===== src/rtl/core/vector_angle_quantizer_defines.svh =====
// -----------------------------------------------------------------------------
// Vector angle quantizer assertion macros
// Shared assertion forms; each expects aclk and aresetn in the using module.
// -----------------------------------------------------------------------------
`ifndef VECTOR_ANGLE_QUANTIZER_DEFINES_SVH
`define VECTOR_ANGLE_QUANTIZER_DEFINES_SVH

// Consequent must hold in the same cycle as the antecedent.
`define VAQ_ASSERT_IMP(name, ante, cons, msg) \
    name: assert property (@(posedge aclk) disable iff (!aresetn) (ante) |-> (cons)) \
        else $error(msg);

// Consequent must hold in the cycle after the antecedent.
`define VAQ_ASSERT_NXT(name, ante, cons, msg) \
    name: assert property (@(posedge aclk) disable iff (!aresetn) (ante) |=> (cons)) \
        else $error(msg);

`endif


===== src/rtl/core/vaq_pkg.sv =====
// -----------------------------------------------------------------------------
// Vector angle quantizer package
// Widths, tag types and the CORDIC arctangent table, built at elaboration.
// -----------------------------------------------------------------------------
`default_nettype none

package vaq_pkg;

    // Coordinate and datapath widths.
    localparam int COORD_BITS   = 16;
    localparam int MAG_W        = COORD_BITS;
    localparam int MSB_W        = $clog2(COORD_BITS);
    localparam int ACC_W        = 64;
    localparam int SH_W         = 6;
    localparam int NORM_MSB     = 59;
    localparam int CORDIC_ITERS = 62;
    localparam int CODE_W       = 16;
    localparam int ABITS_W      = 5;
    localparam int OBYTES_W     = 2;

    // Configuration port.
    localparam int CFG_IDX_W  = 2;
    localparam int CFG_DATA_W = 5;
    localparam logic [CFG_IDX_W-1:0] CFG_ANGLE_BITS   = 2'd0;
    localparam logic [CFG_IDX_W-1:0] CFG_OUTPUT_BYTES = 2'd1;
    localparam logic [OBYTES_W-1:0]  OBYTES_ONE       = 2'd1;
    localparam logic [OBYTES_W-1:0]  OBYTES_RESET     = 2'd2;

    // Angles are unsigned Q0.64 fractions of a full turn.
    localparam logic [ACC_W-1:0] TURN_HALF    = 64'h8000_0000_0000_0000;
    localparam logic [ACC_W-1:0] TURN_QUARTER = 64'h4000_0000_0000_0000;
    localparam logic [ACC_W-1:0] TURN_EIGHTH  = 64'h2000_0000_0000_0000;
    localparam logic [ACC_W-1:0] Q61_ONE      = 64'h2000_0000_0000_0000;

    // How the first-quadrant angle is obtained.
    typedef enum logic [1:0] {
        PHI_ZERO,
        PHI_QUARTER,
        PHI_EIGHTH,
        PHI_CORDIC
    } phi_kind_t;

    // Control that travels alongside each vector.
    typedef struct packed {
        logic      x_neg;
        logic      y_neg;
        logic      swapped;
        phi_kind_t kind;
    } vaq_tag_t;

    // Long division for table construction only.
    function automatic logic [ACC_W-1:0] udiv64(input logic [ACC_W-1:0] num,
                                                input logic [ACC_W-1:0] den);
        logic [ACC_W-1:0] quo;
        logic [ACC_W-1:0] rem;
        int               k;
        quo = '0;
        rem = '0;
        for (k = ACC_W - 1; k >= 0; k--) begin
            rem = {rem[ACC_W-2:0], num[k]};
            quo = {quo[ACC_W-2:0], 1'b0};
            if (rem >= den) begin
                rem    = rem - den;
                quo[0] = 1'b1;
            end
        end
        return quo;
    endfunction

    // Truncated arctangent series in Q61; each power is (p / div) >> sh and each term is that power / (2n + 1).
    function automatic logic [ACC_W-1:0] atan_series(input logic [ACC_W-1:0] p0,
                                                     input logic [ACC_W-1:0] div,
                                                     input int unsigned sh);
        logic [ACC_W-1:0] p;
        logic [ACC_W-1:0] sum;
        logic [ACC_W-1:0] term;
        logic [ACC_W-1:0] n;
        logic             neg;
        logic             done;
        int               t;
        p    = p0;
        sum  = p0;
        n    = 64'd1;
        neg  = 1'b1;
        done = 1'b0;
        for (t = 0; t < ACC_W; t++) begin
            if (!done) begin
                p = udiv64(p, div);
                p = (sh >= 64) ? '0 : (p >> sh);
                if (p == '0) begin
                    done = 1'b1;
                end else begin
                    term = udiv64(p, (n << 1) + 64'd1);
                    sum  = neg ? (sum - term) : (sum + term);
                    neg  = !neg;
                    n    = n + 64'd1;
                end
            end
        end
        return sum;
    endfunction

    // floor(a * 2^64 / b) for a < b < 2^63.
    function automatic logic [ACC_W-1:0] frac_div(input logic [ACC_W-1:0] a_in,
                                                  input logic [ACC_W-1:0] b);
        logic [ACC_W-1:0] a;
        logic [ACC_W-1:0] q;
        int               k;
        a = a_in;
        q = '0;
        for (k = 0; k < ACC_W; k++) begin
            a = a << 1;
            q = q << 1;
            if (a >= b) begin
                a    = a - b;
                q[0] = 1'b1;
            end
        end
        return q;
    endfunction

    // Pi in Q61 by Machin's formula.
    localparam logic [ACC_W-1:0] PI_Q =
        64'd16 * atan_series(Q61_ONE / 64'd5, 64'd25, 0)
        - 64'd4 * atan_series(Q61_ONE / 64'd239, 64'd57121, 0);

    // Rotation angle of CORDIC step i, in turns.
    function automatic logic [ACC_W-1:0] turn_step(input int i);
        logic [ACC_W-1:0] res;
        if (i == 0) begin
            res = TURN_EIGHTH;
        end else begin
            res = frac_div(atan_series(Q61_ONE >> i, 64'd1, 2 * i), PI_Q) >> 1;
        end
        return res;
    endfunction

endpackage

`default_nettype wire


===== src/rtl/core/vaq_post.sv =====
// -----------------------------------------------------------------------------
// Vector angle quantizer back end
// Unfolds the octant angle to a full turn, rounds and masks the code.
// -----------------------------------------------------------------------------
`default_nettype none
`include "vector_angle_quantizer_defines.svh"

module vaq_post (
    input  wire                                    aclk,
    input  wire                                    aresetn,
    input  wire                                    en,
    input  wire                                    in_valid,
    input  wire vaq_pkg::vaq_tag_t                 in_tag,
    input  wire [vaq_pkg::ACC_W-1:0]               in_z,
    input  wire [vaq_pkg::ABITS_W-1:0]             angle_bits,
    input  wire [vaq_pkg::OBYTES_W-1:0]            output_bytes,
    output logic                                   out_valid,
    output logic [vaq_pkg::CODE_W-1:0]             out_code
);
    import vaq_pkg::*;

    logic             p1_v_reg, p2_v_reg, p3_v_reg, out_v_reg;
    logic             p1_xn_reg, p1_yn_reg;
    logic [ACC_W-1:0] p1_phi_reg, p1_phi_next;
    logic [ACC_W-1:0] p2_a_reg, p2_a_next;
    logic [ACC_W-1:0] p3_sum_reg, p3_sum_next;
    logic [CODE_W-1:0] code_reg, code_next;
    logic [ACC_W-1:0] round_bit;
    logic [ACC_W-1:0] shifted;

    // First-quadrant angle.
    always_comb begin
        case (in_tag.kind)
            PHI_ZERO:    p1_phi_next = '0;
            PHI_QUARTER: p1_phi_next = TURN_QUARTER;
            PHI_EIGHTH:  p1_phi_next = TURN_EIGHTH;
            PHI_CORDIC:  p1_phi_next = in_tag.swapped ? (TURN_QUARTER - in_z) : in_z;
            default:     p1_phi_next = '0;
        endcase
    end

    // Place the angle in its quadrant; the sum wraps modulo one turn.
    always_comb begin
        if (!p1_xn_reg && !p1_yn_reg) begin
            p2_a_next = p1_phi_reg;
        end else if (p1_xn_reg && !p1_yn_reg) begin
            p2_a_next = TURN_HALF - p1_phi_reg;
        end else if (p1_xn_reg) begin
            p2_a_next = TURN_HALF + p1_phi_reg;
        end else begin
            p2_a_next = '0 - p1_phi_reg;
        end
    end

    // Add half a step so that the truncation below rounds ties upwards.
    assign round_bit   = (angle_bits == '0) ? '0 :
                         (ACC_W'(1) << (SH_W'(ACC_W - 1) - SH_W'(angle_bits)));
    assign p3_sum_next = p2_a_reg + round_bit;

    // Keep the top angle_bits bits, then mask to the output width.
    assign shifted = p3_sum_reg >> (7'(ACC_W) - 7'(angle_bits));
    always_comb begin
        if (angle_bits == '0) begin
            code_next = '0;
        end else if (output_bytes == OBYTES_ONE) begin
            code_next = {8'h00, shifted[7:0]};
        end else begin
            code_next = shifted[CODE_W-1:0];
        end
    end

    // Valid bits.
    always_ff @(posedge aclk) begin
        if (!aresetn) begin
            p1_v_reg  <= 1'b0;
            p2_v_reg  <= 1'b0;
            p3_v_reg  <= 1'b0;
            out_v_reg <= 1'b0;
        end else if (en) begin
            p1_v_reg  <= in_valid;
            p2_v_reg  <= p1_v_reg;
            p3_v_reg  <= p2_v_reg;
            out_v_reg <= p3_v_reg;
        end
    end

    // Payload registers.
    always_ff @(posedge aclk) begin
        if (en) begin
            p1_xn_reg  <= in_tag.x_neg;
            p1_yn_reg  <= in_tag.y_neg;
            p1_phi_reg <= p1_phi_next;
            p2_a_reg   <= p2_a_next;
            p3_sum_reg <= p3_sum_next;
            code_reg   <= code_next;
        end
    end

    assign out_valid = out_v_reg;
    assign out_code  = code_reg;

    // Zero angle bits always give a zero code.
    `VAQ_ASSERT_NXT(a_post_zero_bits, en && (angle_bits == '0), code_reg == '0, "non-zero code with zero angle bits")
    // One-byte output leaves the upper byte clear.
    `VAQ_ASSERT_NXT(a_post_byte_mask, en && (output_bytes == OBYTES_ONE), code_reg[CODE_W-1:8] == '0, "upper byte set in one-byte mode")

endmodule

`default_nettype wire


===== config.mk =====
export PLATFORM = sky130hd
export DESIGN_NAME = vaq_post
export DESIGN_NICKNAME = d
export VERILOG_FILES = /design/src/rtl/core/vaq_pkg.sv /design/src/rtl/core/vaq_post.sv
export VERILOG_INCLUDE_DIRS = /design/src /design/src/rtl/core
export SDC_FILE = /design/constraint.sdc
export NUM_CORES = 1
export LEC_CHECK = 0
export BUFFER_PORTS_ARGS = -buffer_cell sky130_fd_sc_hd__buf_4
export CORE_MARGIN = 3
export CORE_UTILIZATION = 35
export CTS_CLUSTER_SIZE = 8
export DETAILED_ROUTE_END_ITERATION = 6
export PLACE_DENSITY = 0.52
export SETUP_SLACK_MARGIN = 0.1
export SYNTH_ARGS = -nofsm -noshare
export SYNTH_HDL_FRONTEND = slang
export SYNTH_SLANG_ARGS = --single-unit

===== constraint.sdc =====
create_clock -name aclk -period 4.8 [get_ports aclk]
set_input_delay 0 -clock aclk [delete_from_list [all_inputs] [get_ports aclk]]
set_output_delay 0 -clock aclk [all_outputs]
set_load 0.03 [all_outputs]

# After elaboration in Yosys (flattened, before gate mapping)
# Cells that the tools add are included.
# classes
n_addsub	7
n_eq_ne	4
shifts	2
muxes	6
n_reduce_logical	7
# op_table
operator	count
$mux W64	5
$pmux W64 S4	1
$add A64 B64 Y64	1
$add A64 B64 Y64 const A	1
$shl A1 B6 Y64 const A	1
$shr A64 B7 Y16	1
$sub A1 B64 Y64 const A	1
$sub A63 B64 Y64 const A	1
$sub A64 B64 Y64 const A	1
$sub A7 B5 Y7 const A	1
$sub A6 B5 Y6 const A	1
$logic_not A5 Y1	1
$eq A2 B1 Y1 const B	2
$eq A2 B2 Y1 const B	2
$logic_and A1 B1 Y1	2
$logic_not A1 Y1	2
$logic_not A2 Y1	1
$reduce_or A2 Y1	1
# word_totals
ff_bits	214
input_bits	80
output_inout_bits	17

# Longest topological paths before layout
# Gate-level depths: netlist (run 1).
# logic_depth
word_depth	4
mapped_depth	19
depth_no_buf	16

# Worst setup path before layout (run 1)
# No wires, ideal clock.
# synth_path
path_type	input to register
startpoint	input angle_bits[0] (netlist name)
endpoint	register p3_sum_reg[54] (data pin)
setup_ps	269
t_arrival_ps	3784
t_required_ps	4531
setup_slack_ps	748
stages	17
n_path_buf	3
cell_sequence	buf_2 > buf_2 > buf_2 > inv_1 > ha_1 > and2_1 > ha_1 > nand3b_1 > or2_2 > fa_1 > nand2b_1 > a21oi_1 > o31ai_1 > o211ai_1 > a31oi_1 > o31ai_1 > xor2_1
# synth_between
elab_chain_len	4
elab_cells_between_ends	5
classes_between	add/sub (2); shift (1); mux (1); reduce/logical (1)
# synth_rtl
item	line_no	source
start: declaration	vaq_post.sv:15	input wire [vaq_pkg::ABITS_W-1:0] angle_bits,
$sub A6 B5 Y6	vaq_post.sv:57	(ACC_W'(1) << (SH_W'(ACC_W - 1) - SH_W'(angle_bits)));
$shl A1 B6 Y64	vaq_post.sv:57	
$mux W64 (*)	vaq_post.sv:56	assign round_bit = (angle_bits == '0) ? '0 :
$add A64 B64 Y64 (*)	vaq_post.sv:58	assign p3_sum_next = p2_a_reg + round_bit;
via p3_sum_next[54]	vaq_post.sv:26	logic [ACC_W-1:0] p3_sum_reg, p3_sum_next;
end signal: assignment	vaq_post.sv:94	p3_sum_reg <= p3_sum_next;
end: declaration	vaq_post.sv:26	
# Mark *: on every way through the listed nets, which the timed path passes. The rest lies on a longest branch.
# A chain may end at the register's enable or synchronous reset.

# Worst setup path after layout (run 1)
# layout_path
startpoint	register p1_phi_reg[0]
endpoint	register p2_a_reg[60] (data pin)
# layout_between
elab_chain_len	4
elab_cells_between_ends	6
classes_between	add/sub (3); mux (3)
# layout_rtl
item	line_no	source
start: declaration	vaq_post.sv:24	logic [ACC_W-1:0] p1_phi_reg, p1_phi_next;
start signal: assignment	vaq_post.sv:92	p1_phi_reg <= p1_phi_next;
$sub A1 B64 Y64 or $add A64 B64 Y64 (tied branches)	vaq_post.sv:51, vaq_post.sv:49	
$mux W64	vaq_post.sv:48	end else if (p1_xn_reg) begin
$mux W64 (*)	vaq_post.sv:46	end else if (p1_xn_reg && !p1_yn_reg) begin
$mux W64 (*)	vaq_post.sv:44	if (!p1_xn_reg && !p1_yn_reg) begin
via p2_a_next[60]	vaq_post.sv:25	logic [ACC_W-1:0] p2_a_reg, p2_a_next;
end signal: assignment	vaq_post.sv:93	p2_a_reg <= p2_a_next;
end: declaration	vaq_post.sv:25	
# Marks and branches as above.

==> results of run 1 <==
[layer usage]
metal	routed length [um]	part of all wire, %
met2	16300	45
met3	1350	3.7
met5	0	0
met1	17600	49
met4	850	2.4
[layout make-up]
cell class              count  area (um^2)  share of cell area [%]
clock buffers              42          827                    4.66
repair buffers            211         1850                    10.4
inverters                  25         93.8                   0.528
multi-input cells        1064         7910                    44.5
flip-flops and latches    214         6390                    36.0
well taps                 532          666                    3.75
clock inverters             3         30.0                   0.169
[critical path, stage by stage (launching register included)]
cell and delay [ps]:
edfxtp_1 430, inv_1 80, ha_1 160, or3b_2 480, nor4_1 740, nand3_1 440
nor2_1 460, nand2_1 160, o41ai_1 340, xnor2_1 100
[where the power goes]
part           internal [W]  switching [W]
Sequential          0.00235       0.000135
Clock               0.00118       0.000758
Combinational      0.000628       0.000777
Total               0.00415        0.00167
[metrics by stage]
stage | instances | area (um^2) | worst slack (ps)
2_1_floorplan | 1381 | 14600 | 748
3_3_place_gp | 1947 | 15900 | 1010
3_5_place_dp | 1947 | 15900 | 858
4_1_cts | 2091 | 17800 | 1110
5_1_grt | 2091 | 17800 | 882
6_report | 2091 | 17800 | 1140
[repair_timing]
| item | CTS | global route |
|---|---|---|
| endpoints found under the hold margin | 73 | 0 |
| buffers inserted | 0 | 0 |
| hold buffers | 99 | 0 |
[cell usage in the layout (no fill, tap or decap), types with 11 or more instances in the layout]
cell / n
dlygate4sd3_1: 99
nor2b_1: 13
nor4_1: 15
clkbuf_16: 31
edfxtp_1: 210
or2_2: 11
mux4_2: 54
a21o_1: 17
or4_1: 14
nor2_1: 158
a21oi_1: 102
or3_1: 21
ha_1: 38
nor3_1: 33
nand3_1: 18
inv_1: 24
o21ai_0: 46
xnor2_1: 49
xor2_1: 107
o31ai_1: 36
a211oi_1: 21
buf_4: 110
a31oi_1: 14
nand2_1: 116
mux2i_1: 55
[worst max path at each step]
stage | depth (start not counted) | from | slack [ps] | end
floorplan | 17 | angle_bits[0] | 750 | p3_sum_reg[54]
global placement | 17 | angle_bits[0] | 1010 | p3_sum_reg[60]
detailed placement | 17 | angle_bits[0] | 860 | p3_sum_reg[60]
CTS | 9 | p1_phi_reg[0] | 1110 | p2_a_reg[60]
global route | 8 | p1_phi_reg[0] | 880 | p2_a_reg[62]
finish | 9 | p1_phi_reg[0] | 1140 | p2_a_reg[60]
[cell families (layout without fill, tap and decap cells)]
| logic type | count (synthesis) | in the layout | synth area share [%] |
|---|---|---|---|
| compound gates | 295 | 295 | 13.0 |
| mux | 116 | 116 | 12.6 |
| buf+inv | 103 | 281 | 2.70 |
| xor+xnor | 160 | 160 | 9.57 |
| fa+ha+maj | 40 | 40 | 3.47 |
| simple gates | 453 | 453 | 15.1 |
| flops | 214 | 214 | 43.6 |
==> impl_metrics.tcl, run 1 <==
set metrics [dict create \
    status "finished clean" \
    grt_use_met2_pct 25.4 \
    grt_overflow_total 0 \
    vdd_drop_max_mv 0.272 \
    ant_nets 0 \
    row_count 74 \
    clock_sinks 214 \
    core_um2 41100 \
    tritoncts "built" \
    use_met3_pct 1.82 \
    syn_area_um2 14600 \
    die_y_um 211 \
    clkTransAtPathRegs_ps 50 \
    dp_hpwl_um 26900 \
    p_per_area_nw_per_um2 328 \
    chipWidth_um 211 \
    syn_inst 1381 \
    r2r-start "p1_phi_reg[0]" \
    whs_endpoint "out_code[15]" \
    slew_headroom_pct 29.7 \
    yosysWarnings 0 \
    yosys-top-cells-count "edfxtp_1, nor2_1, nand2_1" \
    grt_pass1_wl_um 57900 \
    final_util_pct 43.2 \
    die_area_um2 44300 \
    area_growth_pct 21.3 \
    top_usage_layer "met2" \
    vias_per_cell 5.27 \
    drt_wl_total_um 36100 \
    yosysUniqueCellTypes 67 \
    port_buffers 96 \
    synth_top_area_share_pct 43.1 \
    first_iter_violations 635 \
    synth_flop_cell "edfxtp_1" \
    cts_made_buffers 31 \
    hold_path.class "in2reg" \
    critical_path_class "reg2reg" \
    finalPower_w 0.00582 \
    htree_levels 1 \
    r2r-end "p2_a_reg[60]" \
    period_share_pct 76.2 \
    grtUsageTotal_pct 16.0 \
    synth_edf_count 210 \
    grt_max_degree 124 \
    min_path_cells 4 \
    routedWlPerCell_um 17.3 \
    cp-start-kind "register" \
    initial_core_util_pct 35.6 \
    drc 0 \
    cp.arrival_ps 3960 \
    setup_viol 0 \
    finalNetCount 1667 \
    ys_ff_latch 214 \
    post-synth-top-area-cell "edfxtp_1" \
    first_global_vias 10671 \
    gp_congestion 0.871 \
    finalSetupTns_ps 0 \
    clockBufferDepth 3 \
    rsz0062_at_grt "false" \
    drive_gt1_share_pct 15.5 \
    r2r_cells 9 \
    met1_usage_pct 23.3 \
    cp-end-kind "register" \
    cts_resized 0 \
    max_freq_ghz 0.273 \
    synthTopCellsByArea "edfxtp_1, mux4_2, xor2_1" \
    leakagePower_nw 6.60 \
    ys_seq_area_share_pct 43.6 \
    syn_nets 1501 \
    design.portCount 97 \
    async_reset_ff_share_pct 0 \
    clk_latency_ps 570 \
    fillers 3933 \
    maxCapViolations 0 \
    worstPathRequired_ps 5100 \
    vias 11017 \
    first_pass_iters 7 \
    whs_ps 112 \
    r2r_slack_ps 1140 \
    antenna_found_initial 0 \
    cp_max_fo 6 \
    synth.avg_cell_area_um2 10.6 \
    cts-root-buf "clkbuf_16" \
    slew_viol_final 0 \
    hold_viol 0 \
    tightest_slew_ps 1050 \
    antenna_cells 0 \
    final.setup_skew_ps 23.3 \
    min_period_ps 3660 \
    synthMostInstantiatedCell "edfxtp_1" \
    min_from "output_bytes[1]" \
]
Note: power is estimated with default switching activity, not from simulation.
==> run 2, diff against run 1 <==
--- a/config.mk
+++ b/config.mk
@@ -6,12 +6,13 @@
 export SDC_FILE = /design/constraint.sdc
 export NUM_CORES = 1
 export LEC_CHECK = 0
+export ABC_AREA = 1
 export BUFFER_PORTS_ARGS = -buffer_cell sky130_fd_sc_hd__buf_4
 export CORE_MARGIN = 3
 export CORE_UTILIZATION = 35
 export CTS_CLUSTER_SIZE = 8
 export DETAILED_ROUTE_END_ITERATION = 6
-export PLACE_DENSITY = 0.52
+export PLACE_DENSITY = 0.54
 export SETUP_SLACK_MARGIN = 0.1
 export SYNTH_ARGS = -nofsm -noshare
 export SYNTH_HDL_FRONTEND = slang
==> constraint.sdc (replaced) <==
create_clock -name aclk -period 3 [get_ports aclk]
set_input_delay 0 -clock aclk [delete_from_list [all_inputs] [get_ports aclk]]
set_output_delay 0 -clock aclk [all_outputs]
set_load 0.03 [all_outputs]
==> impl_metrics.tcl, run 2 <==
set metrics [dict create \
    synth_edf_count 210 \
    rsz0062_at_grt "false" \
    cts_resized 0 \
    r2r-start "p1_phi_reg[0]" \
    design.portCount 97 \
    die_area_um2 49400 \
    drc 0 \
    ant_nets 0 \
    finalSetupTns_ps 0 \
    drt_wl_total_um 54900 \
    yosysUniqueCellTypes 39 \
    post-place-ws_ps -134 \
    htree_levels 1 \
    min_period_ps 2570 \
    clk_latency_ps 580 \
    r2r-end "p2_a_reg[38]" \
    cp_max_fo 5 \
    maxCapViolations 0 \
    ys_ff_latch 214 \
    r2r_slack_ps 630 \
    min_from "en" \
    routedWlPerCell_um 17.3 \
    first_pass_iters 6 \
    fin_ws_ps 428 \
    syn_area_um2 16400 \
    tightest_slew_ps 931 \
    clockBufferDepth 3 \
    slew_viol_final 0 \
    async_reset_ff_share_pct 0 \
    grt_pass1_wl_um 85900 \
    drive_gt1_share_pct 9.40 \
    synthTopCellsByArea "edfxtp_1, nand2_1, nand3_1" \
    post-synth-top-area-cell "edfxtp_1" \
    clock_sinks 214 \
    final.setup_skew_ps 18.6 \
    syn_inst 2350 \
    synthMostInstantiatedCell "nand2_1" \
    first_iter_violations 1234 \
    whs_endpoint "p3_sum_reg[6]" \
    grtUsageTotal_pct 21.7 \
    slew_headroom_pct 37.9 \
    fillers 4712 \
    initial_core_util_pct 35.7 \
    synth.avg_cell_area_um2 6.96 \
    period_share_pct 85.7 \
    cp-start-kind "input pin" \
    cts-root-buf "clkbuf_16" \
    cts_made_buffers 31 \
    cp-end-kind "register" \
    status "finished clean" \
    port_buffers 96 \
    hold_viol 0 \
    antenna_cells 0 \
    die_y_um 222 \
    p_per_area_nw_per_um2 468 \
    antenna_found_initial 0 \
    finalPower_w 0.00932 \
    grt_max_degree 104 \
    min_path_cells 1 \
    whs_ps 23.6 \
    finalNetCount 2683 \
    worstPathRequired_ps 3330 \
    cts_setup_buffers 0 \
    vdd_drop_max_mv 0.342 \
    critical_path_class "in2reg" \
    vias 16138 \
    yosysWarnings 0 \
    area_growth_pct 21.8 \
    row_count 78 \
    hold_path.class "in2reg" \
    cp.arrival_ps 2900 \
    grt_overflow_total 0 \
    yosys-top-cells-count "nand2_1, nand3_1, nor2_1" \
    mostFrequentLayoutCells "nand2_1, nand3_1, nor2_1" \
    core_um2 45800 \
    ys_seq_area_share_pct 39.0 \
    first_global_vias 15595 \
    final_common_cell "nand2_1" \
    tritoncts "built" \
    chipWidth_um 222 \
    synth_top_area_share_pct 38.5 \
    r2r_cells 10 \
    leakagePower_nw 8.79 \
    setup_viol 0 \
    dp_hpwl_um 43400 \
    final_util_pct 43.5 \
    synth_flop_cell "edfxtp_1" \
    clkTransAtPathRegs_ps 50 \
    syn_nets 2470 \
    max_freq_ghz 0.389 \
    gp_congestion 0.918 \
    vias_per_cell 5.08 \
]
[run 2: cell count changes after synthesis, moves of 33 or more]
cell / change
nand3_1: +335
o31ai_1: -33
xor2_1: -56
inv_1: +182
o21ai_0: +75
mux4_2: -54
nand4_1: +38
nor2_1: +183
o211ai_1: +34
xnor2_1: -41
mux2i_1: -55
nand2_1: +527
[run 2: kinds of logic (layout without fill, tap and decap cells)]
family,count (synthesis),after routing,synth area share (%)
and+or+nand+nor,1428,1428,36.8
AOI/OAI and AO/OA,308,308,10.5
buffers and inverters,296,521,7.15
DFF,214,214,39.0
xor gates and xnor gates,64,64,3.47
adders and majority gates,40,40,3.11
[run 2: how the worst max path moves through the flow]
stage / from / endpoint / slack (ps)
5_1_grt: in_z[0] / p1_phi_reg[62] / 230
2_1_floorplan: angle_bits[0] / p3_sum_reg[62] / 120
4_1_cts: in_z[0] / p1_phi_reg[62] / 470
3_3_place_gp: angle_bits[1] / p3_sum_reg[59] / -130
3_5_place_dp: angle_bits[1] / p3_sum_reg[59] / -130
6_report: in_z[1] / p1_phi_reg[62] / 430
[run 2: per-stage QoR]
step	cell area, um^2	cells
6_report	19900	3175
5_1_grt	19900	3175
4_1_cts	19900	3175
3_5_place_dp	18200	3043
3_3_place_gp	18200	3043
2_1_floorplan	16400	2350
[run 2: layout make-up]
class,instances,area [um^2],share of cell area [%]
clock inverters,4,60.1,0.301
flip-flops and latches,214,6390,32.1
inverters,215,808,4.06
repair buffers,261,2250,11.3
well taps,600,751,3.77
clock buffers,41,813,4.08
multi-input cells,1840,8860,44.5
[run 2: critical path: stages]
cell           delay (ps)
dlygate4sd3_1         540
buf_4                 130
inv_1                  80
ha_1                  190
nand3_1               180
nor2_1                290
nand3_1               220
nor2_1                380
nand3_1               120
nand2_1                80
nand3_1                60
nand2_1                60
dlygate4sd3_1         540
inv_1                  40
[run 2: report_power, final]
| part | leakage [nW] | switching [W] | internal [W] |
|---|---|---|---|
| Clock | 0.426 | 0.00125 | 0.00194 |
| Combinational | 6.29 | 0.00149 | 0.000806 |
| Sequential | 2.08 | 0.000164 | 0.00367 |
[run 2: metal layers]
| metal | up-vias | track usage, % | part of all wire, % |
|---|---|---|---|
| met2 | 385 | 39.0 | 50 |
| met3 | 73 | 2.31 | 3.8 |
| met5 | - | 0 | 0 |
| met4 | 0 | 6.05 | 2.7 |
| met1 | 7349 | 27.7 | 44 |
| li1 | 8331 | - | - |
[run 2: what timing repair did]
action,in CTS,in global routing
hold endpoints to repair,73,0
endpoints found under the setup margin,0,0
hold buffers,87,0
