--- src/rtl/core/vector_angle_quantizer_defines.svh ---
// -----------------------------------------------------------------------------
// Vector angle quantizer assertion macros
// Shared assertion forms; each expects aclk and aresetn in the using module.
// -----------------------------------------------------------------------------
`ifndef VECTOR_ANGLE_QUANTIZER_DEFINES_SVH
`define VECTOR_ANGLE_QUANTIZER_DEFINES_SVH

// Consequent must hold in the same cycle as the antecedent.
`define VAQ_ASSERT_IMP(name, ante, cons, msg) \
    name: assert property (@(posedge aclk) disable iff (!aresetn) (ante) |-> (cons)) \
        else $error(msg);

// Consequent must hold in the cycle after the antecedent.
`define VAQ_ASSERT_NXT(name, ante, cons, msg) \
    name: assert property (@(posedge aclk) disable iff (!aresetn) (ante) |=> (cons)) \
        else $error(msg);

`endif

--- src/rtl/core/vaq_pkg.sv ---
// -----------------------------------------------------------------------------
// Vector angle quantizer package
// Widths, tag types and the CORDIC arctangent table, built at elaboration.
// -----------------------------------------------------------------------------
`default_nettype none

package vaq_pkg;

    // Coordinate and datapath widths.
    localparam int COORD_BITS   = 16;
    localparam int MAG_W        = COORD_BITS;
    localparam int MSB_W        = $clog2(COORD_BITS);
    localparam int ACC_W        = 64;
    localparam int SH_W         = 6;
    localparam int NORM_MSB     = 59;
    localparam int CORDIC_ITERS = 62;
    localparam int CODE_W       = 16;
    localparam int ABITS_W      = 5;
    localparam int OBYTES_W     = 2;

    // Configuration port.
    localparam int CFG_IDX_W  = 2;
    localparam int CFG_DATA_W = 5;
    localparam logic [CFG_IDX_W-1:0] CFG_ANGLE_BITS   = 2'd0;
    localparam logic [CFG_IDX_W-1:0] CFG_OUTPUT_BYTES = 2'd1;
    localparam logic [OBYTES_W-1:0]  OBYTES_ONE       = 2'd1;
    localparam logic [OBYTES_W-1:0]  OBYTES_RESET     = 2'd2;

    // Angles are unsigned Q0.64 fractions of a full turn.
    localparam logic [ACC_W-1:0] TURN_HALF    = 64'h8000_0000_0000_0000;
    localparam logic [ACC_W-1:0] TURN_QUARTER = 64'h4000_0000_0000_0000;
    localparam logic [ACC_W-1:0] TURN_EIGHTH  = 64'h2000_0000_0000_0000;
    localparam logic [ACC_W-1:0] Q61_ONE      = 64'h2000_0000_0000_0000;

    // How the first-quadrant angle is obtained.
    typedef enum logic [1:0] {
        PHI_ZERO,
        PHI_QUARTER,
        PHI_EIGHTH,
        PHI_CORDIC
    } phi_kind_t;

    // Control that travels alongside each vector.
    typedef struct packed {
        logic      x_neg;
        logic      y_neg;
        logic      swapped;
        phi_kind_t kind;
    } vaq_tag_t;

    // Long division for table construction only.
    function automatic logic [ACC_W-1:0] udiv64(input logic [ACC_W-1:0] num,
                                                input logic [ACC_W-1:0] den);
        logic [ACC_W-1:0] quo;
        logic [ACC_W-1:0] rem;
        int               k;
        quo = '0;
        rem = '0;
        for (k = ACC_W - 1; k >= 0; k--) begin
            rem = {rem[ACC_W-2:0], num[k]};
            quo = {quo[ACC_W-2:0], 1'b0};
            if (rem >= den) begin
                rem    = rem - den;
                quo[0] = 1'b1;
            end
        end
        return quo;
    endfunction

    // Truncated arctangent series in Q61; each power is (p / div) >> sh and each term is that power / (2n + 1).
    function automatic logic [ACC_W-1:0] atan_series(input logic [ACC_W-1:0] p0,
                                                     input logic [ACC_W-1:0] div,
                                                     input int unsigned sh);
        logic [ACC_W-1:0] p;
        logic [ACC_W-1:0] sum;
        logic [ACC_W-1:0] term;
        logic [ACC_W-1:0] n;
        logic             neg;
        logic             done;
        int               t;
        p    = p0;
        sum  = p0;
        n    = 64'd1;
        neg  = 1'b1;
        done = 1'b0;
        for (t = 0; t < ACC_W; t++) begin
            if (!done) begin
                p = udiv64(p, div);
                p = (sh >= 64) ? '0 : (p >> sh);
                if (p == '0) begin
                    done = 1'b1;
                end else begin
                    term = udiv64(p, (n << 1) + 64'd1);
                    sum  = neg ? (sum - term) : (sum + term);
                    neg  = !neg;
                    n    = n + 64'd1;
                end
            end
        end
        return sum;
    endfunction

    // floor(a * 2^64 / b) for a < b < 2^63.
    function automatic logic [ACC_W-1:0] frac_div(input logic [ACC_W-1:0] a_in,
                                                  input logic [ACC_W-1:0] b);
        logic [ACC_W-1:0] a;
        logic [ACC_W-1:0] q;
        int               k;
        a = a_in;
        q = '0;
        for (k = 0; k < ACC_W; k++) begin
            a = a << 1;
            q = q << 1;
            if (a >= b) begin
                a    = a - b;
                q[0] = 1'b1;
            end
        end
        return q;
    endfunction

    // Pi in Q61 by Machin's formula.
    localparam logic [ACC_W-1:0] PI_Q =
        64'd16 * atan_series(Q61_ONE / 64'd5, 64'd25, 0)
        - 64'd4 * atan_series(Q61_ONE / 64'd239, 64'd57121, 0);

    // Rotation angle of CORDIC step i, in turns.
    function automatic logic [ACC_W-1:0] turn_step(input int i);
        logic [ACC_W-1:0] res;
        if (i == 0) begin
            res = TURN_EIGHTH;
        end else begin
            res = frac_div(atan_series(Q61_ONE >> i, 64'd1, 2 * i), PI_Q) >> 1;
        end
        return res;
    endfunction

endpackage

`default_nettype wire

--- src/rtl/core/vaq_prep.sv ---
// -----------------------------------------------------------------------------
// Vector angle quantizer front end
// Folds the vector into the first octant and normalises it for the CORDIC.
// -----------------------------------------------------------------------------
`default_nettype none
`include "vector_angle_quantizer_defines.svh"

module vaq_prep (
    input  wire                                    aclk,
    input  wire                                    aresetn,
    input  wire                                    en,
    input  wire                                    in_valid,
    input  wire signed [vaq_pkg::COORD_BITS-1:0]   in_x,
    input  wire signed [vaq_pkg::COORD_BITS-1:0]   in_y,
    output logic                                   out_valid,
    output vaq_pkg::vaq_tag_t                      out_tag,
    output logic signed [vaq_pkg::ACC_W-1:0]       out_big,
    output logic signed [vaq_pkg::ACC_W-1:0]       out_small
);
    import vaq_pkg::*;

    // Stage one: magnitudes, octant fold and special directions.
    logic              s1_v_reg;
    vaq_tag_t          s1_tag_reg, s1_tag_next;
    logic [MAG_W-1:0]  s1_big_reg, s1_big_next;
    logic [MAG_W-1:0]  s1_small_reg, s1_small_next;
    logic [MAG_W-1:0]  ax, ay;

    // Stage two: leading one position of the larger magnitude.
    logic              s2_v_reg;
    vaq_tag_t          s2_tag_reg;
    logic [MAG_W-1:0]  s2_big_reg, s2_small_reg;
    logic [MSB_W-1:0]  s2_msb_reg, s2_msb_next;

    // Stage three: normalised operands.
    logic              s3_v_reg;
    vaq_tag_t          s3_tag_reg;
    logic [ACC_W-1:0]  s3_big_reg, s3_big_next;
    logic [ACC_W-1:0]  s3_small_reg, s3_small_next;
    logic [SH_W-1:0]   shamt;

    // The most negative input maps onto the top magnitude bit without loss.
    assign ax = in_x[COORD_BITS-1] ? MAG_W'(~in_x + 1'b1) : MAG_W'(in_x);
    assign ay = in_y[COORD_BITS-1] ? MAG_W'(~in_y + 1'b1) : MAG_W'(in_y);

    always_comb begin
        s1_tag_next.x_neg   = in_x[COORD_BITS-1];
        s1_tag_next.y_neg   = in_y[COORD_BITS-1];
        s1_tag_next.swapped = (ay > ax);
        if (ay == '0) begin
            // The zero vector points along the positive y axis.
            s1_tag_next.kind = (ax == '0) ? PHI_QUARTER : PHI_ZERO;
        end else if (ax == '0) begin
            s1_tag_next.kind = PHI_QUARTER;
        end else if (ax == ay) begin
            s1_tag_next.kind = PHI_EIGHTH;
        end else begin
            s1_tag_next.kind = PHI_CORDIC;
        end
        s1_big_next   = (ay > ax) ? ay : ax;
        s1_small_next = (ay > ax) ? ax : ay;
    end

    // Priority encoder over the larger magnitude.
    always_comb begin
        s2_msb_next = '0;
        for (int b = 0; b < MAG_W; b++) begin
            if (s1_big_reg[b]) begin
                s2_msb_next = MSB_W'(b);
            end
        end
    end

    // Shift so that the larger magnitude has its leading one at NORM_MSB.
    assign shamt         = SH_W'(NORM_MSB) - SH_W'(s2_msb_reg);
    assign s3_big_next   = ACC_W'(s2_big_reg) << shamt;
    assign s3_small_next = ACC_W'(s2_small_reg) << shamt;

    // Valid bits.
    always_ff @(posedge aclk) begin
        if (!aresetn) begin
            s1_v_reg <= 1'b0;
            s2_v_reg <= 1'b0;
            s3_v_reg <= 1'b0;
        end else if (en) begin
            s1_v_reg <= in_valid;
            s2_v_reg <= s1_v_reg;
            s3_v_reg <= s2_v_reg;
        end
    end

    // Payload registers.
    always_ff @(posedge aclk) begin
        if (en) begin
            s1_tag_reg   <= s1_tag_next;
            s1_big_reg   <= s1_big_next;
            s1_small_reg <= s1_small_next;
            s2_tag_reg   <= s1_tag_reg;
            s2_big_reg   <= s1_big_reg;
            s2_small_reg <= s1_small_reg;
            s2_msb_reg   <= s2_msb_next;
            s3_tag_reg   <= s2_tag_reg;
            s3_big_reg   <= s3_big_next;
            s3_small_reg <= s3_small_next;
        end
    end

    assign out_valid = s3_v_reg;
    assign out_tag   = s3_tag_reg;
    assign out_big   = signed'(s3_big_reg);
    assign out_small = signed'(s3_small_reg);

    // A vector headed for the CORDIC is normalised and strictly inside the octant.
    `VAQ_ASSERT_IMP(a_prep_norm, s3_v_reg && (s3_tag_reg.kind == PHI_CORDIC), s3_big_reg[NORM_MSB] && (s3_big_reg[ACC_W-1:NORM_MSB+1] == '0) && (s3_small_reg < s3_big_reg), "CORDIC operand not normalised")

endmodule

`default_nettype wire

--- config.mk ---
export PLATFORM = sky130hd
export DESIGN_NAME = vaq_prep
export DESIGN_NICKNAME = d
export VERILOG_FILES = /design/src/rtl/core/vaq_pkg.sv /design/src/rtl/core/vaq_prep.sv
export VERILOG_INCLUDE_DIRS = /design/src /design/src/rtl/core
export SDC_FILE = /design/constraint.sdc
export NUM_CORES = 1
export LEC_CHECK = 0
export ABC_AREA = 1
export BUFFER_PORTS_ARGS = -buffer_cell sky130_fd_sc_hd__buf_2
export CELL_PAD_IN_SITES_DETAIL_PLACEMENT = 0
export CELL_PAD_IN_SITES_GLOBAL_PLACEMENT = 1
export CORE_MARGIN = 1.5
export CORE_UTILIZATION = 30
export DETAILED_ROUTE_END_ITERATION = 6
export PLACE_DENSITY = 0.69
export SLEW_MARGIN = 20
export SYNTH_ARGS = -nofsm -noshare
export SYNTH_HDL_FRONTEND = slang
export SYNTH_SLANG_ARGS = --single-unit
--- constraint.sdc ---
create_clock -name aclk -period 2.36 [get_ports aclk]
set_input_delay 0 -clock aclk [delete_from_list [all_inputs] [get_ports aclk]]
set_output_delay 0 -clock aclk [all_outputs]
set_load 0.01 [all_outputs]
Word level (Yosys, flattened, before mapping)
Index checks and enable logic that the tools add are counted.
- output and inout bits: 134
- latch bits: 0
- register bits: 214
- bits in read-only memories: 0
- memories kept: 0
- RAM bits: 0
- logic and storage cells: 61
- input port bits: 36
- bitwise logic cells: 2
- div/mod/pow operators: 0
- multiplexer cells: 22
- reductions and logical operators: 5
- shift-type cells: 2
- magnitude comparators: 1
- add/subtract/negate cells: 3
- $mul: 0
- eq/ne operators: 1
- operator list (operator ; count):
    left shift 16 x 6 -> 64 bit ; 2
    2-to-1 mux 16 bit ; 4
    adder 16 x 1 -> 16 bit, second input constant ; 2
    logical NOT 16 bit ; 2
    inverter 16 bit ; 2
    2-to-1 mux 4 bit ; 6
    equality test 16 bit ; 1
    greater-than comparator 16 bit ; 1
    2-to-1 mux 3 bit ; 4
    2-to-1 mux 2 bit ; 4
    OR reduction 8 bit ; 1
    subtractor 4 x 5 -> 6 bit, first input constant ; 1
    2-to-1 mux 1 bit ; 4
    OR reduction 4 bit ; 1
    OR reduction 2 bit ; 1

Depth between registers and ports, before layout
Gate-level depths: netlist (run 1).
- depth after elaboration: 14
- mapped depth: 20
- mapped depth without buffers: 19

Worst setup path before layout (run 1)
Ideal clock, no wire load.
- path type: input to register
- start: input in_x[1] (netlist name)
- end: register s1_big_reg[8] (data pin)
- data arrival time: 2027 ps
- library setup time: 265 ps
- buffers on the path: 1
- stages: 16
- path slack: 68 ps
- path through: inv_1 ha_1 nand3_2 nor2_2 nand3_1 nand2_1 nand3_1 nand2_1 inv_1 ha_1 nand4_1 nor3_1 nand3_1 nand2_2 clkbuf_1 o21ai_0
- longest elaborated chain between the ends: 5
- RTL lines (element ; line ; RTL):
    start: declaration ; vaq_prep.sv:13 ; input wire signed [vaq_pkg::COORD_BITS-1:0] in_x,
    inverter 16 bit ; vaq_prep.sv:43 ; assign ax = in_x[COORD_BITS-1] ? MAG_W'(~in_x + 1'b1) : MAG_W'(in_x);
    adder 16 x 1 -> 16 bit ; vaq_prep.sv:43 ;
    2-to-1 mux 16 bit * ; vaq_prep.sv:43 ;
    greater-than comparator 16 bit ; vaq_prep.sv:60 ; s1_big_next = (ay > ax) ? ay : ax;
    2-to-1 mux 16 bit * ; vaq_prep.sv:60 ;
    via s1_big_next[8] ; vaq_prep.sv:25 ; logic [MAG_W-1:0] s1_big_reg, s1_big_next;
    end signal: assignment ; vaq_prep.sv:96 ; s1_big_reg <= s1_big_next;
    end: declaration ; vaq_prep.sv:25 ;
Mark *: on every way through the listed nets, which the timed path passes. The rest lies on a longest branch.
A chain may end at the register's enable or synchronous reset.

Final worst setup path (run 1)
- start: input in_x[0] (netlist name)
- end: register s1_big_reg[1] (data pin)
The elaborated chain is that of the path after synthesis.

==> impl_metrics.yaml, run 1 <==
status:
  run_status: "finished clean"
layout:
  final_area_mm2: 0.01114
  post-route-util: 0.3780
  final_nets: 1298
  synthToLayoutAreaGrowth_pct: 24.42
  diodes: 0
  layout-drive-gt1-share: 0.2548
  final-seq-area_mm2: 0.004474
  multi_input_area_mm2: 0.003769
  fillerInstances: 3126
  fin_cells: 1646
floorplanning:
  pin_count: 170
  start_util: 0.3038
  dieArea_mm2: 0.03090
  rows: 63
  core_mm2: 0.02948
  die_x_um: 175.8
  die_y_um: 175.8
power:
  cellPowerDensity_mw_per_mm2: 699.9
  peakVddDrop_mv: 0.4860
  cellLeakagePower_nw: 4.993
  finalPower_mw: 7.801
setup_path:
  path_cells: "buf_2, inv_2, buf_4, nand3_2, nor2_2, nand2_1, nor4_2, buf_4, inv_1, ha_1, nand4_1, nor3_2, nand3_2, nand2_4, buf_12, clkinvlp_4, nand2_1, nand2_1"
  slowest_stage: "ha_1"
  reg2reg_depth: 10
  reg2reg_to: "out_small[62]"
  arrival_ns: 2.42
  crit_top_cell: "nand2_1"
  path_max_fanout: 6
  worst-path-buf-inv: 7
  r2r_setup_slack_ns: 0.34
  max_stage_delay_ns: 0.33
  endpoint_kind: "flop"
  critical_path_class: "input pin to flop"
  cp.required_ns: 2.54
  start_kind: "input pin"
  cp_top_family: "simple AND/OR/NAND/NOR gates"
  reg2reg_from: "s2_msb_reg[0]"
synth:
  synthXorXnorAreaFrac: 0.0009778
  syn-cell-area_mm2: 0.008957
  synthAdderAreaFrac: 0.02654
  syn_area_per_cell_um2: 8.588
  ys_seq_area_frac: 0.4995
  synth_edf_count: 147
  ys_async_sr_fraction: 0
  ys_warn_count: 0
  synth_compound_area_frac: 0.1077
  synth_cell_type_count: 44
  synthFlopType: "edfxtp_1"
  synthSimpleGateAreaFrac: 0.2424
  muxShareOfSynthArea: 0.01173
  syn_inst: 1043
  synth_top_family_by_area: "simple AND/OR/NAND/NOR gates"
  synth-seq-cells: 150
detailed_routing:
  drt_iter0_markers: 412
  routed_wl_um: 20330
  num_vias: 6985
  drtAntennaViolNets: 0
  wl_per_cell_um: 12.35
  first_pass_iters: 5
  drc: 0
  vias_per_cell: 4.244
clock_network:
  clk_latency_ns: 0.42
  cts_buffer_depth: 2
  cts-buffers-inserted: 17
  cts_max_level: 4
  clockRootBuffer: "clkbuf_16"
  clock-sinks: 150
  cts_tree: "yes"
  clk_pin_slew_worst_paths_ns: 0.07
sta:
  tns_ns: 0
  whs_ns: 0.009454
  period_needed_ns: 2.233
  relSlewSlack: 0.5766
  fmax_mhz: 447.8
  maxSlewViolCount: 0
  clock_skew_ns: 0.009976
  setup_viol: 0
  setup_slack_ns: 0.1269
  finalCritPeriodShare: 0.9462
  worst_slew_pin_slew_ns: 0.6342
  hold_viol: 0
job:
  cap_violations: 0
global_routing:
  grt_pass1_wl_um: 32560
  grt_overflow_total: 0
  grt_pass1_vias: 6158
  grt_antenna_before_repair: 0
  grt_max_degree: 52
  grtUsageTotal: 0.1327
placed_design:
  place_area_mm2: 0.01039
  post-place-ws_ns: -0.3289
  io_buffer_count: 105
  dp_cells: 1604
  dp_hpwl_um: 16000
  gp_congestion: 0.8943
hold_path:
  hold_path.class: "input pin to flop"
  whs_path_depth: 1
  min_delay_worst_endpoint: "out_big[58]"
  hp-start: "en"
[cell families (layout without fill, tap and decap cells)]
| kind of cell | after synthesis | in the layout |
|---|---|---|
| compound gates | 155 | 155 |
| xor+xnor | 1 | 1 |
| fa+ha+maj | 19 | 19 |
| buf+inv | 179 | 329 |
| flops | 150 | 150 |
| mux | 8 | 8 |
| other cells | 1 | 64 |
| simple gates | 530 | 530 |
[layout make-up]
type,instances,area share
Sequential cell,150,0.4015
Clock buffer,17,0.03817
Multi-Input combinational cell,777,0.3382
Clock inverter,15,0.01426
Inverter,72,0.02459
Timing Repair Buffer,224,0.1389
Tap cell,390,0.04379
Timing Repair inverter,1,0.0006736
[worst max path at each step]
stage               startpoint         endpoint  slack, ns  cells after the start
floorplan              in_x[1]    s1_big_reg[8]       0.07                     16
global placement       in_x[1]   s1_big_reg[12]      -0.22                     18
detailed placement     in_x[0]  s1_small_reg[1]      -0.33                     16
global route           in_x[1]    s1_big_reg[6]      -0.04                     19
CTS                    in_x[0]  s1_small_reg[1]       0.12                     16
finish                 in_x[0]    s1_big_reg[1]       0.13                     18
[layer usage]
metal	part of all wire	wire length, um	up-vias	track usage
met5	0	0	-	0
met1	0.51	10280	3041	0.1869
met3	0.042	847	26	0.02597
li1	-	-	3762	-
met4	0.013	269	0	0.03348
met2	0.44	8934	156	0.2082
[synth_stat cells (all sizes together), types with 2 or more instances]
| library cell | count | share of area |
|---|---|---|
| edfxtp | 147 | 0.49 |
| or2 | 10 | 0.0070 |
| o22ai | 2 | 0.0021 |
| a31oi | 5 | 0.0056 |
| nand2 | 351 | 0.15 |
| a22oi | 2 | 0.0017 |
| nor2 | 103 | 0.045 |
| buf | 91 | 0.074 |
| ha | 19 | 0.027 |
| o21ai | 117 | 0.077 |
| o211ai | 12 | 0.010 |
| nor4 | 3 | 0.0021 |
| o21a | 2 | 0.0017 |
| nand3b | 7 | 0.0059 |
| nand4 | 3 | 0.0021 |
| mux2i | 8 | 0.012 |
| clkbuf | 16 | 0.0068 |
| nand3 | 49 | 0.028 |
| nor3 | 3 | 0.0017 |
| o221ai | 2 | 0.0020 |
| inv | 71 | 0.030 |
| a21oi | 11 | 0.0061 |
| dfxtp | 3 | 0.0067 |
[repair_timing]
item                                    4_1_cts  5_1_grt
hold buffers                                  7        0
setup buffers                                 0        1
endpoints found under the setup margin        0       32
endpoints found under the hold margin         7        0
resized for setup                             0       15
[cells in the final DEF (no fill, tap or decap), drive strengths merged, types with 8 or more instances in the layout]
cell	Yosys	layout
nand2	351	351
buf	91	216
edfxtp	147	147
o21ai	117	117
nor2	103	103
inv	71	80
conb	1	64
nand3	49	49
ha	19	19
clkbuf	16	18
o211ai	12	12
a21oi	11	11
or2	10	10
mux2i	8	8
[power breakdown]
group	total [mW]	internal, mW	switching (mW)	leakage, nW
registers	3.41	3.29	0.112	1.48
clock network	2.66	1.50	1.16	0.291
logic	1.73	0.667	1.06	3.22
Power figures use the tool's default switching activity.
==> inputs of run 2 (changes only) <==
--- a/config.mk
+++ b/config.mk
@@ -13,7 +13,7 @@
 export CORE_MARGIN = 1.5
 export CORE_UTILIZATION = 30
 export DETAILED_ROUTE_END_ITERATION = 6
-export PLACE_DENSITY = 0.69
+export PLACE_DENSITY = 0.75
 export SLEW_MARGIN = 20
 export SYNTH_ARGS = -nofsm -noshare
 export SYNTH_HDL_FRONTEND = slang
==> impl_metrics.yaml, run 2 (synthesis results as in run 1) <==
placed_design:
  dp_hpwl_um: 16040
  place_area_mm2: 0.01037
  io_buffer_count: 105
  gp_congestion: 0.8810
global_routing:
  grt_pass1_wl_um: 33060
  grt_antenna_before_repair: 0
  grtUsageTotal: 0.1349
  grt_pass1_vias: 6299
  grt_max_degree: 51
  grt_overflow_total: 0
sta:
  grt_setup_unrepaired: "true"
  clock_skew_ns: 0.01152
  setup_viol: 0
  fmax_mhz: 458.9
  maxSlewViolCount: 0
  relSlewSlack: 0.6113
  worst_slew_pin_slew_ns: 0.5821
  hold_viol: 0
  tns_ns: 0
  whs_ns: 0.01613
  period_needed_ns: 2.179
  finalCritPeriodShare: 0.9234
floorplanning:
  die_y_um: 175.8
  dieArea_mm2: 0.03090
  rows: 63
  core_mm2: 0.02948
  start_util: 0.3038
  pin_count: 170
  die_x_um: 175.8
layout:
  synthToLayoutAreaGrowth_pct: 24.35
  final_common_cell: "nand2_1"
  post-route-util: 0.3778
  diodes: 0
  layout-drive-gt1-share: 0.2556
  final_area_mm2: 0.01114
  mostFrequentLayoutCells: "336 x nand2_1, 147 x edfxtp_1, 104 x buf_2"
  final_nets: 1294
clock_network:
  cts_tree: "yes"
  cts-buffers-inserted: 17
  clockRootBuffer: "clkbuf_16"
  clk_pin_slew_worst_paths_ns: 0.07
  clock-sinks: 150
  cts_buffer_depth: 2
  clk_latency_ns: 0.43
  cts_max_level: 4
detailed_routing:
  wl_per_cell_um: 12.41
  first_pass_iters: 5
  drc: 0
  routed_wl_um: 20380
  num_vias: 7062
  drtAntennaViolNets: 0
  drt_iter0_markers: 444
  vias_per_cell: 4.301
status:
  run_status: "finished clean"
setup_path:
  reg2reg_depth: 6
  slowest_stage: "ha_1"
  critical_path_class: "input pin to flop"
  reg2reg_to: "out_big[48]"
  start_kind: "input pin"
  cp_top_family: "simple AND/OR/NAND/NOR gates"
  startpoint: "in_x[0]"
  arrival_ns: 2.34
  cp.required_ns: 2.52
  reg2reg_from: "s2_msb_reg[0]"
  path_max_fanout: 22
  r2r_setup_slack_ns: 0.23
  worst-path-buf-inv: 6
  crit_top_cell: "nand2_1"
  endpoint_kind: "flop"
  path_depth: 20
  max_stage_delay_ns: 0.29
  path_cells: "buf_2, inv_2, buf_4, nand3_2, nor2_4, nand2_2, buf_4, nand2_1, nand2_1, nand2_1, inv_1, ha_1, nand4_1, nor3_2, nand2_1, nand2_2, nand2_4, buf_12, nand2_1, o21ai_0"
hold_path:
  min_delay_worst_endpoint: "out_big[44]"
  hold_path.class: "input pin to flop"
  hp-start: "en"
  whs_path_depth: 1
power:
  finalPower_mw: 7.888
  peakVddDrop_mv: 0.4179
  cellPowerDensity_mw_per_mm2: 708.1
  cellLeakagePower_nw: 4.967
job:
  cap_violations: 0
[run 2: per-layer routing]
layer | up-vias | share of wire | track usage
met5 | - | 0 | 0
met4 | 0 | 0.017 | 0.04167
met3 | 23 | 0.045 | 0.02468
met2 | 175 | 0.44 | 0.2105
met1 | 3113 | 0.50 | 0.1892
li1 | 3751 | - | -
[run 2: per-stage QoR]
step | std cells | setup slack, ns
after floorplan | 1106 | 0.06761
after detailed placement | 1601 | -0.4885
after global placement | 1601 | -0.3412
after global routing | 1642 | -0.02613
final | 1642 | 0.1807
after CTS | 1640 | 0.04397
[run 2: how the worst max path moves through the flow]
stage	end	slack [ns]
2_1_floorplan	s1_big_reg[8]	0.07
4_1_cts	s1_big_reg[7]	0.04
6_report	s1_big_reg[8]	0.18
5_1_grt	s1_small_reg[3]	-0.03
3_5_place_dp	s1_small_reg[3]	-0.49
3_3_place_gp	s1_small_reg[3]	-0.34
[run 2: worst register-to-register path: stages (launching register included)]
cell,delay (ns)
edfxtp_1,0.52
inv_2,0.43
o21ai_0,0.25
o21ai_0,0.30
mux2i_1,0.18
nand2_1,0.09
o211ai_1,0.10
[run 2: power breakdown]
part | internal (mW) | switching (mW)
Combinational | 0.642 | 1.06
Sequential | 3.29 | 0.115
Clock | 1.61 | 1.17
[run 2: timing repair]
| action | 4_1_cts | 5_1_grt |
|---|---|---|
| hold buffers | 7 | 0 |
| gates cloned | 0 | 1 |
| setup buffers | 0 | 1 |
| endpoints found under the hold margin | 7 | 0 |
| setup endpoints to repair | 1 | 33 |
| gates resized for setup | 1 | 21 |
| pin swaps | 0 | 6 |
[run 2: cell type report]
type                    instances  area, um^2
clock inverters                15       186.4
fillers                      3043       18340
flip-flops and latches        150        4474
multi-input cells             777        3795
repair buffers                220        1488
well taps                     390       488.0
inverters                      72       274.0
repair inverters                1       7.507
clock buffers                  17       425.4
==> inputs of run 3 (changes only) <==
--- a/config.mk
+++ b/config.mk
@@ -13,7 +13,7 @@
 export CORE_MARGIN = 1.5
 export CORE_UTILIZATION = 30
 export DETAILED_ROUTE_END_ITERATION = 6
-export PLACE_DENSITY = 0.75
+export PLACE_DENSITY = 0.73
 export SLEW_MARGIN = 20
 export SYNTH_ARGS = -nofsm -noshare
 export SYNTH_HDL_FRONTEND = slang
==> constraint.sdc (replaced) <==
create_clock -name aclk -period 2.1 [get_ports aclk]
set_input_delay 0 -clock aclk [delete_from_list [all_inputs] [get_ports aclk]]
set_output_delay 0 -clock aclk [all_outputs]
set_load 0.01 [all_outputs]
==> impl_metrics.yaml, run 3 (synthesis results as in run 1) <==
status:
  run_status: "finished, violations left"
  violations: "setup timing"
hold_path:
  hp-start: "in_x[0]"
  hold_path.class: "input pin to flop"
setup_path:
  path_max_fanout: 5
  max_stage_delay_ns: 0.31
  path_cells: "buf_2, inv_2, nand3_2, nor2_4, buf_4, nand3_1, nand2_1, nand2_1, nand2_2, inv_2, ha_1, nand2_2, nor3_4, buf_6, nand3_4, nand2_8, clkbuf_16, o21ai_1"
  critical_path_class: "input pin to flop"
  arrival_ns: 2.30
  reg2reg_from: "s2_msb_reg[0]"
  cp_top_family: "simple AND/OR/NAND/NOR gates"
  endpoint_kind: "flop"
  start_kind: "input pin"
  startpoint: "in_x[2]"
  slowest_stage: "ha_1"
  cp.required_ns: 2.29
  worst-path-buf-inv: 6
power:
  cellLeakagePower_nw: 5.248
  cellPowerDensity_mw_per_mm2: 760.6
  peakVddDrop_mv: 0.5983
  finalPower_mw: 8.944
global_routing:
  grt_pass1_vias: 6496
  grt_overflow_total: 0
  grt_pass1_wl_um: 33240
  grt_antenna_before_repair: 0
  grt_max_degree: 47
  grtUsageTotal: 0.1356
detailed_routing:
  first_pass_iters: 5
  drtAntennaViolNets: 0
  wl_per_cell_um: 12.47
  num_vias: 7276
  vias_per_cell: 4.318
  drt_iter0_markers: 354
  routed_wl_um: 21010
  drc: 0
sta:
  fmax_mhz: 474.3
  finalCritPeriodShare: 1.004
  clock_skew_ns: 0.01453
  hold_viol: 0
  tns_ns: -0.01236
  setup_viol: 2
  grt_setup_unrepaired: "true"
  period_needed_ns: 2.108
  setup_slack_ns: -0.008196
  maxSlewViolCount: 0
clock_network:
  cts-buffers-inserted: 17
  clock-sinks: 150
  cts_buffer_depth: 2
  clk_pin_slew_worst_paths_ns: 0.08
  clockRootBuffer: "clkbuf_16"
  cts_tree: "yes"
  clk_latency_ns: 0.43
  cts_max_level: 4
placed_design:
  post-place-ws_ns: -0.5169
  dp_hpwl_um: 16440
  gp_congestion: 0.8799
  io_buffer_count: 105
  place_area_mm2: 0.01067
floorplanning:
  die_y_um: 175.8
  dieArea_mm2: 0.03090
  pin_count: 170
  die_x_um: 175.8
  core_mm2: 0.02948
  rows: 63
  start_util: 0.3038
layout:
  multi_input_area_mm2: 0.004013
  final_nets: 1337
  final-seq-area_mm2: 0.004474
  diodes: 0
  synthToLayoutAreaGrowth_pct: 31.28
  mostFrequentLayoutCells: "326 x nand2_1, 147 x edfxtp_1, 132 x buf_4"
  final_area_mm2: 0.01176
  fillerInstances: 3014
  layout-drive-gt1-share: 0.3112
  final_common_cell: "nand2_1"
job:
  cap_violations: 0
run 3: cell count changes in the layout (fill, tap and decap cells not counted), moves of 9 or more:
cell and change:
buf_4 +30, o21ai_0 -17, o21ai_2 +14, nand2_1 -10
buf_6 +9, nand2_2 +9
run 3: repair_timing:
action                                  4_1_cts  5_1_grt
endpoints found under the setup margin       24       43
cloned                                        1        5
hold buffers                                  7        1
hold endpoints to repair                      8        1
buffers inserted                              0        4
resized for setup                             3       94
pin swaps                                     2       19
run 3: worst min-delay path: cells and delay by family:
| kind | cells | cell delay (ns) |
|---|---|---|
| AOI/OAI and AO/OA | 1 | 0.11 |
| buffers and inverters | 3 | 0.24 |
run 3: worst paths after layout:
path | to | slack (ns) | cells past startpoint
hold reg to reg | s2_tag_reg[1] | 0.42 | 0
hold / removal | s1_small_reg[0] | 0.04 | 4
setup / recovery | s1_big_reg[4] | -0.008 | 18
setup reg to reg | out_small[62] | 0.15 | 10
run 3: cell type report:
| class | instances | share of cell area |
|---|---|---|
| multi-input cells | 779 | 0.3412 |
| inverters | 72 | 0.02575 |
| well taps | 390 | 0.04150 |
| clock inverters | 15 | 0.01330 |
| flip-flops and latches | 150 | 0.3805 |
| clock buffers | 17 | 0.03618 |
| repair buffers | 262 | 0.1615 |
run 3: metrics by stage:
stage	utilization	hold slack, ns	cells
after global placement	0.3620	0.2268	1635
final	0.3989	0.03564	1685
after global routing	0.3989	0.04202	1685
after CTS	0.3847	0.1067	1675
after floorplan	-	0.09887	1106
after detailed placement	0.3620	0.2431	1635
run 3: per-layer routing:
layer,share of wire,track usage,up-vias
met1,0.48,0.1863,3228
li1,-,-,3844
met4,0.021,0.05164,0
met2,0.46,0.2157,173
met5,0,0,-
met3,0.040,0.01970,31
run 3: power breakdown:
part	total, mW	switching, mW	internal [mW]
Sequential	3.83	0.131	3.70
Clock	2.94	1.35	1.59
Combinational	2.18	1.28	0.891
